$ cat src/rtl/ascm_pkg.sv
// ----------------------------------------------------------------------------
// ascm_pkg
// Types and constants shared by the sample convergence monitor.
// ----------------------------------------------------------------------------
`default_nettype none

package ascm_pkg;

	localparam int SAMPLE_W   = 32;
	localparam int COUNT_W    = 16;
	localparam int SUM_W      = 48;
	localparam int MEAN_W     = 48;
	localparam int M2_W       = 64;
	localparam int CFG_W      = 16;
	localparam int CFG_IDX_W  = 8;
	localparam int EXT_BITS   = 16;
	localparam int ACC_W      = 176;
	localparam int BITS_W     = 6;

	localparam int DEF_MIN_CHECK_SAMPLES = 32;
	localparam int DEF_ZERO_VAR_SAMPLES  = 64;
	localparam int DEF_FRAC_BITS         = 16;

	localparam logic [COUNT_W-1:0] REL_MARGIN = 16'd4;
	localparam logic [COUNT_W-1:0] COUNT_MAX  = 16'hFFFF;

	localparam logic [CFG_W-1:0] RST_MAX_SAMPLES = 16'd64;
	localparam logic [CFG_W-1:0] RST_THRESHOLD   = 16'd655;
	localparam logic [CFG_W-1:0] RST_NEAR_ZERO   = 16'd1;

	typedef enum logic [CFG_IDX_W-1:0] {
		REG_ADAPTIVE  = 8'd0,
		REG_MAX_SAMP  = 8'd1,
		REG_THRESHOLD = 8'd2,
		REG_NEAR_ZERO = 8'd3
	} reg_idx_t;

	typedef enum logic [3:0] {
		ST_IDLE,
		ST_WDIV,
		ST_WUPD,
		ST_WMUL,
		ST_WACC,
		ST_TEST,
		ST_TMUL,
		ST_TNEXT,
		ST_CHK,
		ST_ODIV,
		ST_OSTORE,
		ST_OUT
	} state_t;

	// Step of the convergence product chain, and channel of the mean divisions
	typedef enum logic [2:0] {
		OP_MEAN_SQ,
		OP_THR_A,
		OP_THR_B,
		OP_MARGIN_A,
		OP_MARGIN_B,
		OP_NM1,
		OP_LHS
	} op_t;

	typedef enum logic [1:0] {
		CH_RED,
		CH_GREEN,
		CH_BLUE
	} chan_t;

endpackage

`default_nettype wire

$ cat src/rtl/adaptive_sample_convergence_monitor.sv
// ----------------------------------------------------------------------------
// adaptive_sample_convergence_monitor
// Per-pixel sample accumulator with Welford luminance variance and a
// relative standard error convergence test.
// ----------------------------------------------------------------------------
// Work per item: the Welford update when adaptive mode is on, the relative
//   test when it applies, and the three mean divisions when the pixel is done.
// Throughput: one item at a time; s_tready is high only while idle. The cost
//   is set by the bit-serial divider and the bit-serial
//   multiplier (one multiplier bit a cycle) that all steps share.
// Reset: arst_n clears the accumulators, the sequencer and the output register
//   at once and loads the configuration registers with their defaults.
`default_nettype none

module adaptive_sample_convergence_monitor
	import ascm_pkg::*;
#(
	parameter int MIN_CHECK_SAMPLES = DEF_MIN_CHECK_SAMPLES,
	parameter int ZERO_VAR_SAMPLES  = DEF_ZERO_VAR_SAMPLES,
	parameter int FRAC_BITS         = DEF_FRAC_BITS
) (
	input  wire logic                 clk,
	input  wire logic                 arst_n,
	// sample items
	input  wire logic                 s_tvalid,
	output logic                      s_tready,
	input  wire logic [95:0]          s_tdata,   // sample_red, sample_green, sample_blue
	input  wire logic                 s_tuser,   // start_pixel
	input  wire logic                 s_tlast,   // batch_end
	// result items
	output logic                      m_tvalid,
	input  wire logic                 m_tready,
	output logic [111:0]              m_tdata,   // sample_count, mean_red, mean_green, mean_blue
	output logic                      m_tuser,   // converged
	output logic                      m_tlast,   // pixel_done
	// configuration writes
	input  wire logic                 cfg_valid,
	output logic                      cfg_ready,
	input  wire logic [CFG_IDX_W-1:0] cfg_index,
	input  wire logic [CFG_W-1:0]     cfg_data
);

	localparam logic [COUNT_W-1:0] MIN_CHECK = COUNT_W'(MIN_CHECK_SAMPLES);
	localparam logic [COUNT_W-1:0] ZERO_VAR  = COUNT_W'(ZERO_VAR_SAMPLES);
	localparam logic [BITS_W-1:0]  DIV_STEPS = BITS_W'(SUM_W);
	localparam logic [BITS_W-1:0]  NARROW    = BITS_W'(COUNT_W);

	state_t state_q, state_d;

	// configuration
	logic               adaptive_q;
	logic [CFG_W-1:0]   max_q, thr_q, nz_q;

	// pixel state
	logic [COUNT_W-1:0] count_q;
	logic [SUM_W-1:0]   sum_r_q, sum_g_q, sum_b_q;
	logic [MEAN_W-1:0]  mean_q;
	logic [M2_W-1:0]    m2_q;
	logic               conv_q;

	// item in flight
	logic [SAMPLE_W-1:0] lum_q;
	logic                batch_q, neg_q, done_q;
	logic [MEAN_W-1:0]   d_q;

	// shared divider and multiplier
	logic [SUM_W-1:0]   div_d_q;
	logic [COUNT_W-1:0] div_v_q, div_rem_q;
	logic [ACC_W-1:0]   mc_q, acc_q, rhs_q;
	logic [MEAN_W-1:0]  mx_q;
	logic [BITS_W-1:0]  bits_q;
	op_t                op_q;
	chan_t              ch_q;
	logic [SAMPLE_W-1:0] mr_q, mg_q, mb_q;

	// output register
	logic               out_valid_q, out_conv_q, out_done_q;
	logic [COUNT_W-1:0] out_cnt_q;
	logic [SAMPLE_W-1:0] out_r_q, out_g_q, out_b_q;

	// combinational helpers
	logic                accept;
	logic [SAMPLE_W-1:0] in_r, in_g, in_b, lum_in;
	logic [COUNT_W-1:0]  cnt_base;
	logic [MEAN_W-1:0]   mean_base, ext_in, ext_q, mean_new, d2;
	logic [COUNT_W:0]    div_t, div_sub;
	logic                div_ge;
	logic [ACC_W-1:0]    mul_next, lhs;
	logic [M2_W:0]       m2_sum;
	logic                test_go, rel_path;
	logic                out_load;

	assign in_r = s_tdata[31:0];
	assign in_g = s_tdata[63:32];
	assign in_b = s_tdata[95:64];

	always_comb begin
		lum_in = in_r;
		if (in_g > lum_in) lum_in = in_g;
		if (in_b > lum_in) lum_in = in_b;
	end

	assign s_tready  = (state_q == ST_IDLE);
	assign cfg_ready = 1'b1;
	assign accept    = s_tvalid && s_tready;

	assign cnt_base  = s_tuser ? '0 : count_q;
	assign mean_base = s_tuser ? '0 : mean_q;
	assign ext_in    = {lum_in, {EXT_BITS{1'b0}}};
	assign ext_q     = {lum_q, {EXT_BITS{1'b0}}};

	// restoring division step: one quotient bit a cycle
	assign div_t   = {div_rem_q, div_d_q[SUM_W-1]};
	assign div_ge  = div_t >= {1'b0, div_v_q};
	assign div_sub = div_t - {1'b0, div_v_q};

	// shift-add multiply step, multiplier MSB first
	assign mul_next = {acc_q[ACC_W-2:0], 1'b0} + (mx_q[MEAN_W-1] ? mc_q : '0);

	// Welford mean update from the finished quotient
	assign mean_new = neg_q ? (mean_q - div_d_q) : (mean_q + div_d_q);
	assign d2       = neg_q ? (mean_new - ext_q) : (ext_q - mean_new);

	assign m2_sum = {1'b0, m2_q} + {1'b0, acc_q[M2_W+31:32]};
	assign lhs    = {acc_q[ACC_W-65:0], 64'd0};

	assign test_go  = batch_q && adaptive_q && (count_q >= MIN_CHECK) && (count_q >= 16'd2);
	assign rel_path = mean_q > {16'd0, nz_q, {EXT_BITS{1'b0}}};

	assign out_load = (state_q == ST_OUT) && (!out_valid_q || m_tready);

	// next state
	always_comb begin
		state_d = state_q;
		unique case (state_q)
			ST_IDLE: begin
				if (accept)
					state_d = (cnt_base != COUNT_MAX && adaptive_q) ? ST_WDIV : ST_TEST;
			end
			ST_WDIV:   if (bits_q == 1) state_d = ST_WUPD;
			ST_WUPD:   state_d = ST_WMUL;
			ST_WMUL:   if (bits_q == 1) state_d = ST_WACC;
			ST_WACC:   state_d = ST_TEST;
			ST_TEST: begin
				if (test_go && rel_path && count_q > REL_MARGIN)
					state_d = ST_TMUL;
				else
					state_d = ST_CHK;
			end
			ST_TMUL:   if (bits_q == 1) state_d = ST_TNEXT;
			ST_TNEXT:  state_d = (op_q == OP_LHS) ? ST_CHK : ST_TMUL;
			ST_CHK:    state_d = (conv_q || count_q >= max_q) ? ST_ODIV : ST_OUT;
			ST_ODIV:   if (bits_q == 1) state_d = ST_OSTORE;
			ST_OSTORE: state_d = (ch_q == CH_BLUE) ? ST_OUT : ST_ODIV;
			ST_OUT:    if (out_load) state_d = ST_IDLE;
			default:   state_d = ST_IDLE;
		endcase
	end

	always_ff @(posedge clk or negedge arst_n) begin
		if (!arst_n) state_q <= ST_IDLE;
		else         state_q <= state_d;
	end

	// configuration registers
	always_ff @(posedge clk or negedge arst_n) begin
		if (!arst_n) begin
			adaptive_q <= 1'b1;
			max_q      <= RST_MAX_SAMPLES;
			thr_q      <= RST_THRESHOLD;
			nz_q       <= RST_NEAR_ZERO;
		end else if (cfg_valid) begin
			unique case (cfg_index)
				REG_ADAPTIVE:  adaptive_q <= cfg_data[0];
				REG_MAX_SAMP:  max_q      <= cfg_data;
				REG_THRESHOLD: thr_q      <= cfg_data;
				REG_NEAR_ZERO: nz_q       <= cfg_data;
				default: ;
			endcase
		end
	end

	// pixel state: clear on start_pixel, accumulate, Welford and test results
	always_ff @(posedge clk or negedge arst_n) begin
		if (!arst_n) begin
			count_q <= '0;
			sum_r_q <= '0;
			sum_g_q <= '0;
			sum_b_q <= '0;
			mean_q  <= '0;
			m2_q    <= '0;
			conv_q  <= 1'b0;
		end else begin
			if (accept) begin
				if (s_tuser) begin
					mean_q <= '0;
					m2_q   <= '0;
					conv_q <= 1'b0;
				end
				if (cnt_base != COUNT_MAX) begin
					count_q <= cnt_base + 16'd1;
					sum_r_q <= (s_tuser ? '0 : sum_r_q) + SUM_W'(in_r);
					sum_g_q <= (s_tuser ? '0 : sum_g_q) + SUM_W'(in_g);
					sum_b_q <= (s_tuser ? '0 : sum_b_q) + SUM_W'(in_b);
				end else begin
					count_q <= cnt_base;
					if (s_tuser) begin
						sum_r_q <= '0;
						sum_g_q <= '0;
						sum_b_q <= '0;
					end
				end
			end
			if (state_q == ST_WUPD)
				mean_q <= mean_new;
			// saturate M2 at all ones
			if (state_q == ST_WACC)
				m2_q <= m2_sum[M2_W] ? '1 : m2_sum[M2_W-1:0];
			if (state_q == ST_TEST && test_go && !rel_path &&
				m2_q < (M2_W'(nz_q) << FRAC_BITS) && count_q >= ZERO_VAR)
				conv_q <= 1'b1;
			if (state_q == ST_TNEXT && op_q == OP_LHS && lhs < rhs_q)
				conv_q <= 1'b1;
		end
	end

	// item context and shared arithmetic units
	always_ff @(posedge clk) begin
		unique case (state_q)
			ST_IDLE: begin
				// hold the item and load the divider with |L - mean| / n
				lum_q     <= lum_in;
				batch_q   <= s_tlast;
				neg_q     <= ext_in < mean_base;
				d_q       <= (ext_in < mean_base) ? mean_base - ext_in : ext_in - mean_base;
				div_d_q   <= (ext_in < mean_base) ? mean_base - ext_in : ext_in - mean_base;
				div_v_q   <= cnt_base + 16'd1;
				div_rem_q <= '0;
				bits_q    <= DIV_STEPS;
			end
			ST_WDIV, ST_ODIV: begin
				div_d_q   <= {div_d_q[SUM_W-2:0], div_ge};
				div_rem_q <= div_ge ? div_sub[COUNT_W-1:0] : div_t[COUNT_W-1:0];
				bits_q    <= bits_q - 1'b1;
			end
			ST_WUPD: begin
				mc_q   <= ACC_W'(d_q);
				mx_q   <= d2;
				acc_q  <= '0;
				bits_q <= DIV_STEPS;
			end
			ST_WMUL, ST_TMUL: begin
				acc_q  <= mul_next;
				mx_q   <= {mx_q[MEAN_W-2:0], 1'b0};
				bits_q <= bits_q - 1'b1;
			end
			ST_TEST: begin
				mc_q   <= ACC_W'(mean_q);
				mx_q   <= mean_q;
				acc_q  <= '0;
				bits_q <= DIV_STEPS;
				op_q   <= OP_MEAN_SQ;
			end
			ST_TNEXT: begin
				// chain: mean^2 * thr * thr * (n-4) * (n-4) * (n-1), then M2 * n
				mc_q   <= acc_q;
				acc_q  <= '0;
				bits_q <= NARROW;
				unique case (op_q)
					OP_MEAN_SQ: begin
						mx_q <= {thr_q, 32'd0};
						op_q <= OP_THR_A;
					end
					OP_THR_A: begin
						mx_q <= {thr_q, 32'd0};
						op_q <= OP_THR_B;
					end
					OP_THR_B: begin
						mx_q <= {count_q - REL_MARGIN, 32'd0};
						op_q <= OP_MARGIN_A;
					end
					OP_MARGIN_A: begin
						mx_q <= {count_q - REL_MARGIN, 32'd0};
						op_q <= OP_MARGIN_B;
					end
					OP_MARGIN_B: begin
						mx_q <= {count_q - 16'd1, 32'd0};
						op_q <= OP_NM1;
					end
					OP_NM1: begin
						rhs_q <= acc_q;
						mc_q  <= ACC_W'(m2_q);
						mx_q  <= {count_q, 32'd0};
						op_q  <= OP_LHS;
					end
					OP_LHS: ;
					default: ;
				endcase
			end
			ST_CHK: begin
				done_q    <= conv_q || count_q >= max_q;
				mr_q      <= '0;
				mg_q      <= '0;
				mb_q      <= '0;
				div_d_q   <= sum_r_q;
				div_v_q   <= count_q;
				div_rem_q <= '0;
				bits_q    <= DIV_STEPS;
				ch_q      <= CH_RED;
			end
			ST_OSTORE: begin
				// keep the low 32 quotient bits and, after red or green, start the next channel
				unique case (ch_q)
					CH_RED: begin
						mr_q    <= div_d_q[SAMPLE_W-1:0];
						div_d_q <= sum_g_q;
						ch_q    <= CH_GREEN;
					end
					CH_GREEN: begin
						mg_q    <= div_d_q[SAMPLE_W-1:0];
						div_d_q <= sum_b_q;
						ch_q    <= CH_BLUE;
					end
					CH_BLUE:  mb_q <= div_d_q[SAMPLE_W-1:0];
					default: ;
				endcase
				div_rem_q <= '0;
				bits_q    <= DIV_STEPS;
			end
			default: ;
		endcase
	end

	// output register parts the sequencer from the result channel
	always_ff @(posedge clk or negedge arst_n) begin
		if (!arst_n) begin
			out_valid_q <= 1'b0;
		end else if (out_load) begin
			out_valid_q <= 1'b1;
		end else if (m_tready) begin
			out_valid_q <= 1'b0;
		end
	end

	always_ff @(posedge clk) begin
		if (out_load) begin
			out_conv_q <= conv_q;
			out_done_q <= done_q;
			out_cnt_q  <= count_q;
			out_r_q    <= mr_q;
			out_g_q    <= mg_q;
			out_b_q    <= mb_q;
		end
	end

	assign m_tvalid = out_valid_q;
	assign m_tdata  = {out_b_q, out_g_q, out_r_q, out_cnt_q};
	assign m_tuser  = out_conv_q;
	assign m_tlast  = out_done_q;

`ifndef NO_ASSERTIONS
	a_start_clears: assert property (@(posedge clk) disable iff (!arst_n)
		accept && s_tuser |=> count_q == 16'd1)
		else $error("start_pixel did not restart the sample count");

	a_conv_sticky: assert property (@(posedge clk) disable iff (!arst_n)
		conv_q && !(accept && s_tuser) |=> conv_q)
		else $error("converged flag dropped within a pixel");

	a_conv_done: assert property (@(posedge clk) disable iff (!arst_n)
		m_tvalid && m_tuser |-> m_tlast)
		else $error("converged result not marked done");

	a_busy_steps: assert property (@(posedge clk) disable iff (!arst_n)
		(state_q == ST_WDIV || state_q == ST_ODIV || state_q == ST_WMUL ||
		 state_q == ST_TMUL) |-> bits_q != '0)
		else $error("serial unit ran past its last step");
`endif

endmodule

`default_nettype wire
$ cat config.mk
export PLATFORM = sky130hd
export DESIGN_NAME = adaptive_sample_convergence_monitor
export DESIGN_NICKNAME = d
export VERILOG_FILES = /design/src/rtl/ascm_pkg.sv /design/src/rtl/adaptive_sample_convergence_monitor.sv
export SDC_FILE = /design/constraint.sdc
export NUM_CORES = 2
export LEC_CHECK = 0
export BUFFER_PORTS_ARGS = -buffer_cell sky130_fd_sc_hd__buf_2
export CAP_MARGIN = 20
export CORE_ASPECT_RATIO = 0.5
export CORE_MARGIN = 1.5
export CORE_UTILIZATION = 60
export CTS_BUF_LIST = sky130_fd_sc_hd__clkbuf_4
export CTS_CLUSTER_SIZE = 20
export DETAILED_ROUTE_END_ITERATION = 16
export GPL_ROUTABILITY_DRIVEN = 1
export GPL_TIMING_DRIVEN = 1
export PLACE_DENSITY = 0.86
export SYNTH_ARGS = -nofsm -noshare
export SYNTH_HDL_FRONTEND = slang
export SYNTH_SLANG_ARGS = --single-unit
$ cat constraint.sdc
create_clock -name clk -period 13.21 [get_ports clk]
set_input_delay 2.642 -clock clk [delete_from_list [all_inputs] [get_ports clk]]
set_output_delay 2.642 -clock clk [all_outputs]
set_load 0.005 [all_outputs]
==> impl_results.md <==
* RSZ-0062 raised after global routing: false
* Post-DR wirelength/cell at 26.5 µm
* Crit path DAT at 12370 ps
* Final WS setup at 1860 ps
* Commonest non-fill, non-tap cells in the layout: edfxtp_1, a21oi_1, nand2_1, ha_1, nor2_1
* Total GRT Usage at 0.406
* I/O pin count at 244
* Clock transition at path regs at 80 ps
* CTS Root Cell: clkbuf_4
* Hold buffer count at cts at 0
* Site Rows at 99
* FF-to-FF path depth at 33
* Final Skew at 128 ps
* Post-placement setup slack at 1010 ps
* Tcrit/Tclk final at 0.859
* DRC at 0
* Resize count post-CTS at 0
* Via-to-Cell Ratio at 6.61
* Critical Path RT at 14230 ps
* Number of global-route vias before repair at 72.4k
* WHS Path Cells at 0
* Cell taking the most area after synthesis: edfxtp_1
* Worst hold path type: reg -> reg
* Synthesized flop and latch total at 1287
* Worst-path fanout max at 22
* WHS at 371 ps
* Mapped Cells at 9407
* Core ar. at 146000 µm²
* Die Ht at 274 µm
* Avg Inst Size Synth at 9.40 µm²
* Max-cap violation count at 0
* TritonRoute pass-1 iters at 13
* H-Tree Depth at 5
* Total number of vias at 78.1k
* Synth top area share at 0.326
* Hold Violations, Final at 0
* Global placer's final weighted congestion at 1.05
* Final non-filler cell total at 11.8k
* Grt total ovfl at 0
* Num CTS Buffers at 310
* Fin. max-slew vios at 0
* Setup TNS at 0 ps
* FMAX at 0.0881 GHz
* Final min period at 11350 ps
* Area growth, synth to finish at 7.74%
* Die W at 546 µm
* Post-synth EDFFs at 960
* Crit path kind: in -> reg
* First-pass GRT wire length at 458 mm
* Initial antenna violation count at 25
* Die area at 150000 µm²
* Post-synthesis sequential area ratio at 0.419
* Largest net degree at the start of global routing at 148
* YS warnings at 0
* Top_reg_cell synth: edfxtp_1
* Max Root-Sink Buffers at 4
* Initial DRC count at 11.2k
* Final setup fails at 0
* Antenna Violating Nets Remaining at 0
* Syn Nets at 10.3k
* Initial Util at 0.605
* Post-synth ARST share at 0.254
* Setup bufs post-CTS at 0
* Post-Place Cells at 11.3k
* Setup crit end kind: flip-flop
* Sink Count at 1287
* Final Net Count at 10.5k
* Yosys cell types at 105
* Drt total wl at 313 mm
* CP max-delay cell: mux2i_1
* Share of layout cells above drive strength 1 at 0.102
* Ranking of synthesized cells by area: edfxtp_1, ha_1, dfrtp_1
* Clock Latency Late Sink at 1230 ps
* Most used cell, CP: buf_4
* Commonest non-fill, non-tap cell in the layout: edfxtp_1
* CP max stage delay at 650 ps
* PortBufs at 242
* Worst slew margin at 0.160
* Synthesized cell area at 88400 µm²
* Slew @ Worst Pin at 1250 ps
* CTS tree: done
* Startpoint Class: input port
* Post-DP HPWL at 234 mm
* Outcome: finished clean
through the flow:
step	instance area, µm²	util
2_1_floorplan	88400	-
3_3_place_gp	91200	0.624
3_5_place_dp	91200	0.625
4_1_cts	95100	0.651
5_1_grt	95200	0.652
6_report	95200	0.652
flip-flops by register name (all words and copies together), names as in the netlist, 64 cells and up:
register / count
acc_q: 176
m2_q: 64
mc_q: 176
rhs_q: 176
metal layers:
metal  wire (µm)  global-route usage  vias up
met5         106                   0        -
li1            -                   -    34900
met1      122000               0.541    37200
met3       38500              0.0998      982
met2      132000               0.604     4992
met4       20800               0.239       12
final cells by class:
cell class,instances,area (µm²)
Antenna cell,15,37.5
Clock buffer,458,3440
Clock inverter,81,467
Fill cell,11700,50800
Inverter,549,2070
Multi-Input combinational cell,7118,47700
Sequential cell,1287,37000
Tap cell,1969,2460
Timing Repair Buffer,337,1990
final timing paths:
kind                       startpoint          to  slack (ps)
setup reg to reg           div_d_q[2]    mx_q[47]        3820
hold / removal                mg_q[4]  out_g_q[4]         370
hold reg to reg               mg_q[4]  out_g_q[4]         370
max in group asynchronous      arst_n     nz_q[8]        9510
setup / recovery           s_tdata[1]  div_d_q[5]        1860
min in group asynchronous      arst_n    m2_q[42]        1410
Yosys cell counts (all sizes together) (67+ instances only):
library cell,count
a21oi,897
ha,750
xnor2,341
nand3,218
mux2,67
clkbuf,410
mux2i,73
and2,242
edfxtp,960
nand4,174
nand2,805
and3,212
o21ai,605
xor2,194
nor2b,200
nor2,611
nor3,176
inv,548
nand2b,116
o21bai,90
dfrtp,318
a22oi,75
a21o,296
a31oi,136
o21a,120
cell families (layout without fill, tap and decap cells):
kind of cell / Yosys count / count (layout) / synth area share
AND/OR/NAND/NOR: 2966 / 2966 / 0.167
XOR/XNOR: 535 / 535 / 0.0531
multiplexers: 140 / 140 / 0.0169
other: 1 / 16 / 0.0000424
flip-flops: 1287 / 1287 / 0.419
adder cells (fa/ha/maj): 759 / 759 / 0.108
buffers and inverters: 1002 / 1425 / 0.0430
AO/OA/AOI/OAI: 2717 / 2717 / 0.193
worst max-delay path: cells and delay by family:
kind                     cells  cell delay, ps
AO/OA/AOI/OAI               11            3220
buffers and inverters        7            1700
XOR/XNOR                     1             270
adder cells (fa/ha/maj)      3             840
AND/OR/NAND/NOR             11            2600
multiplexers                 2            1060
Power is left out: the tool's default activity adds up to more than one toggle a clock period on the data nets, which glitch-free logic cannot reach.
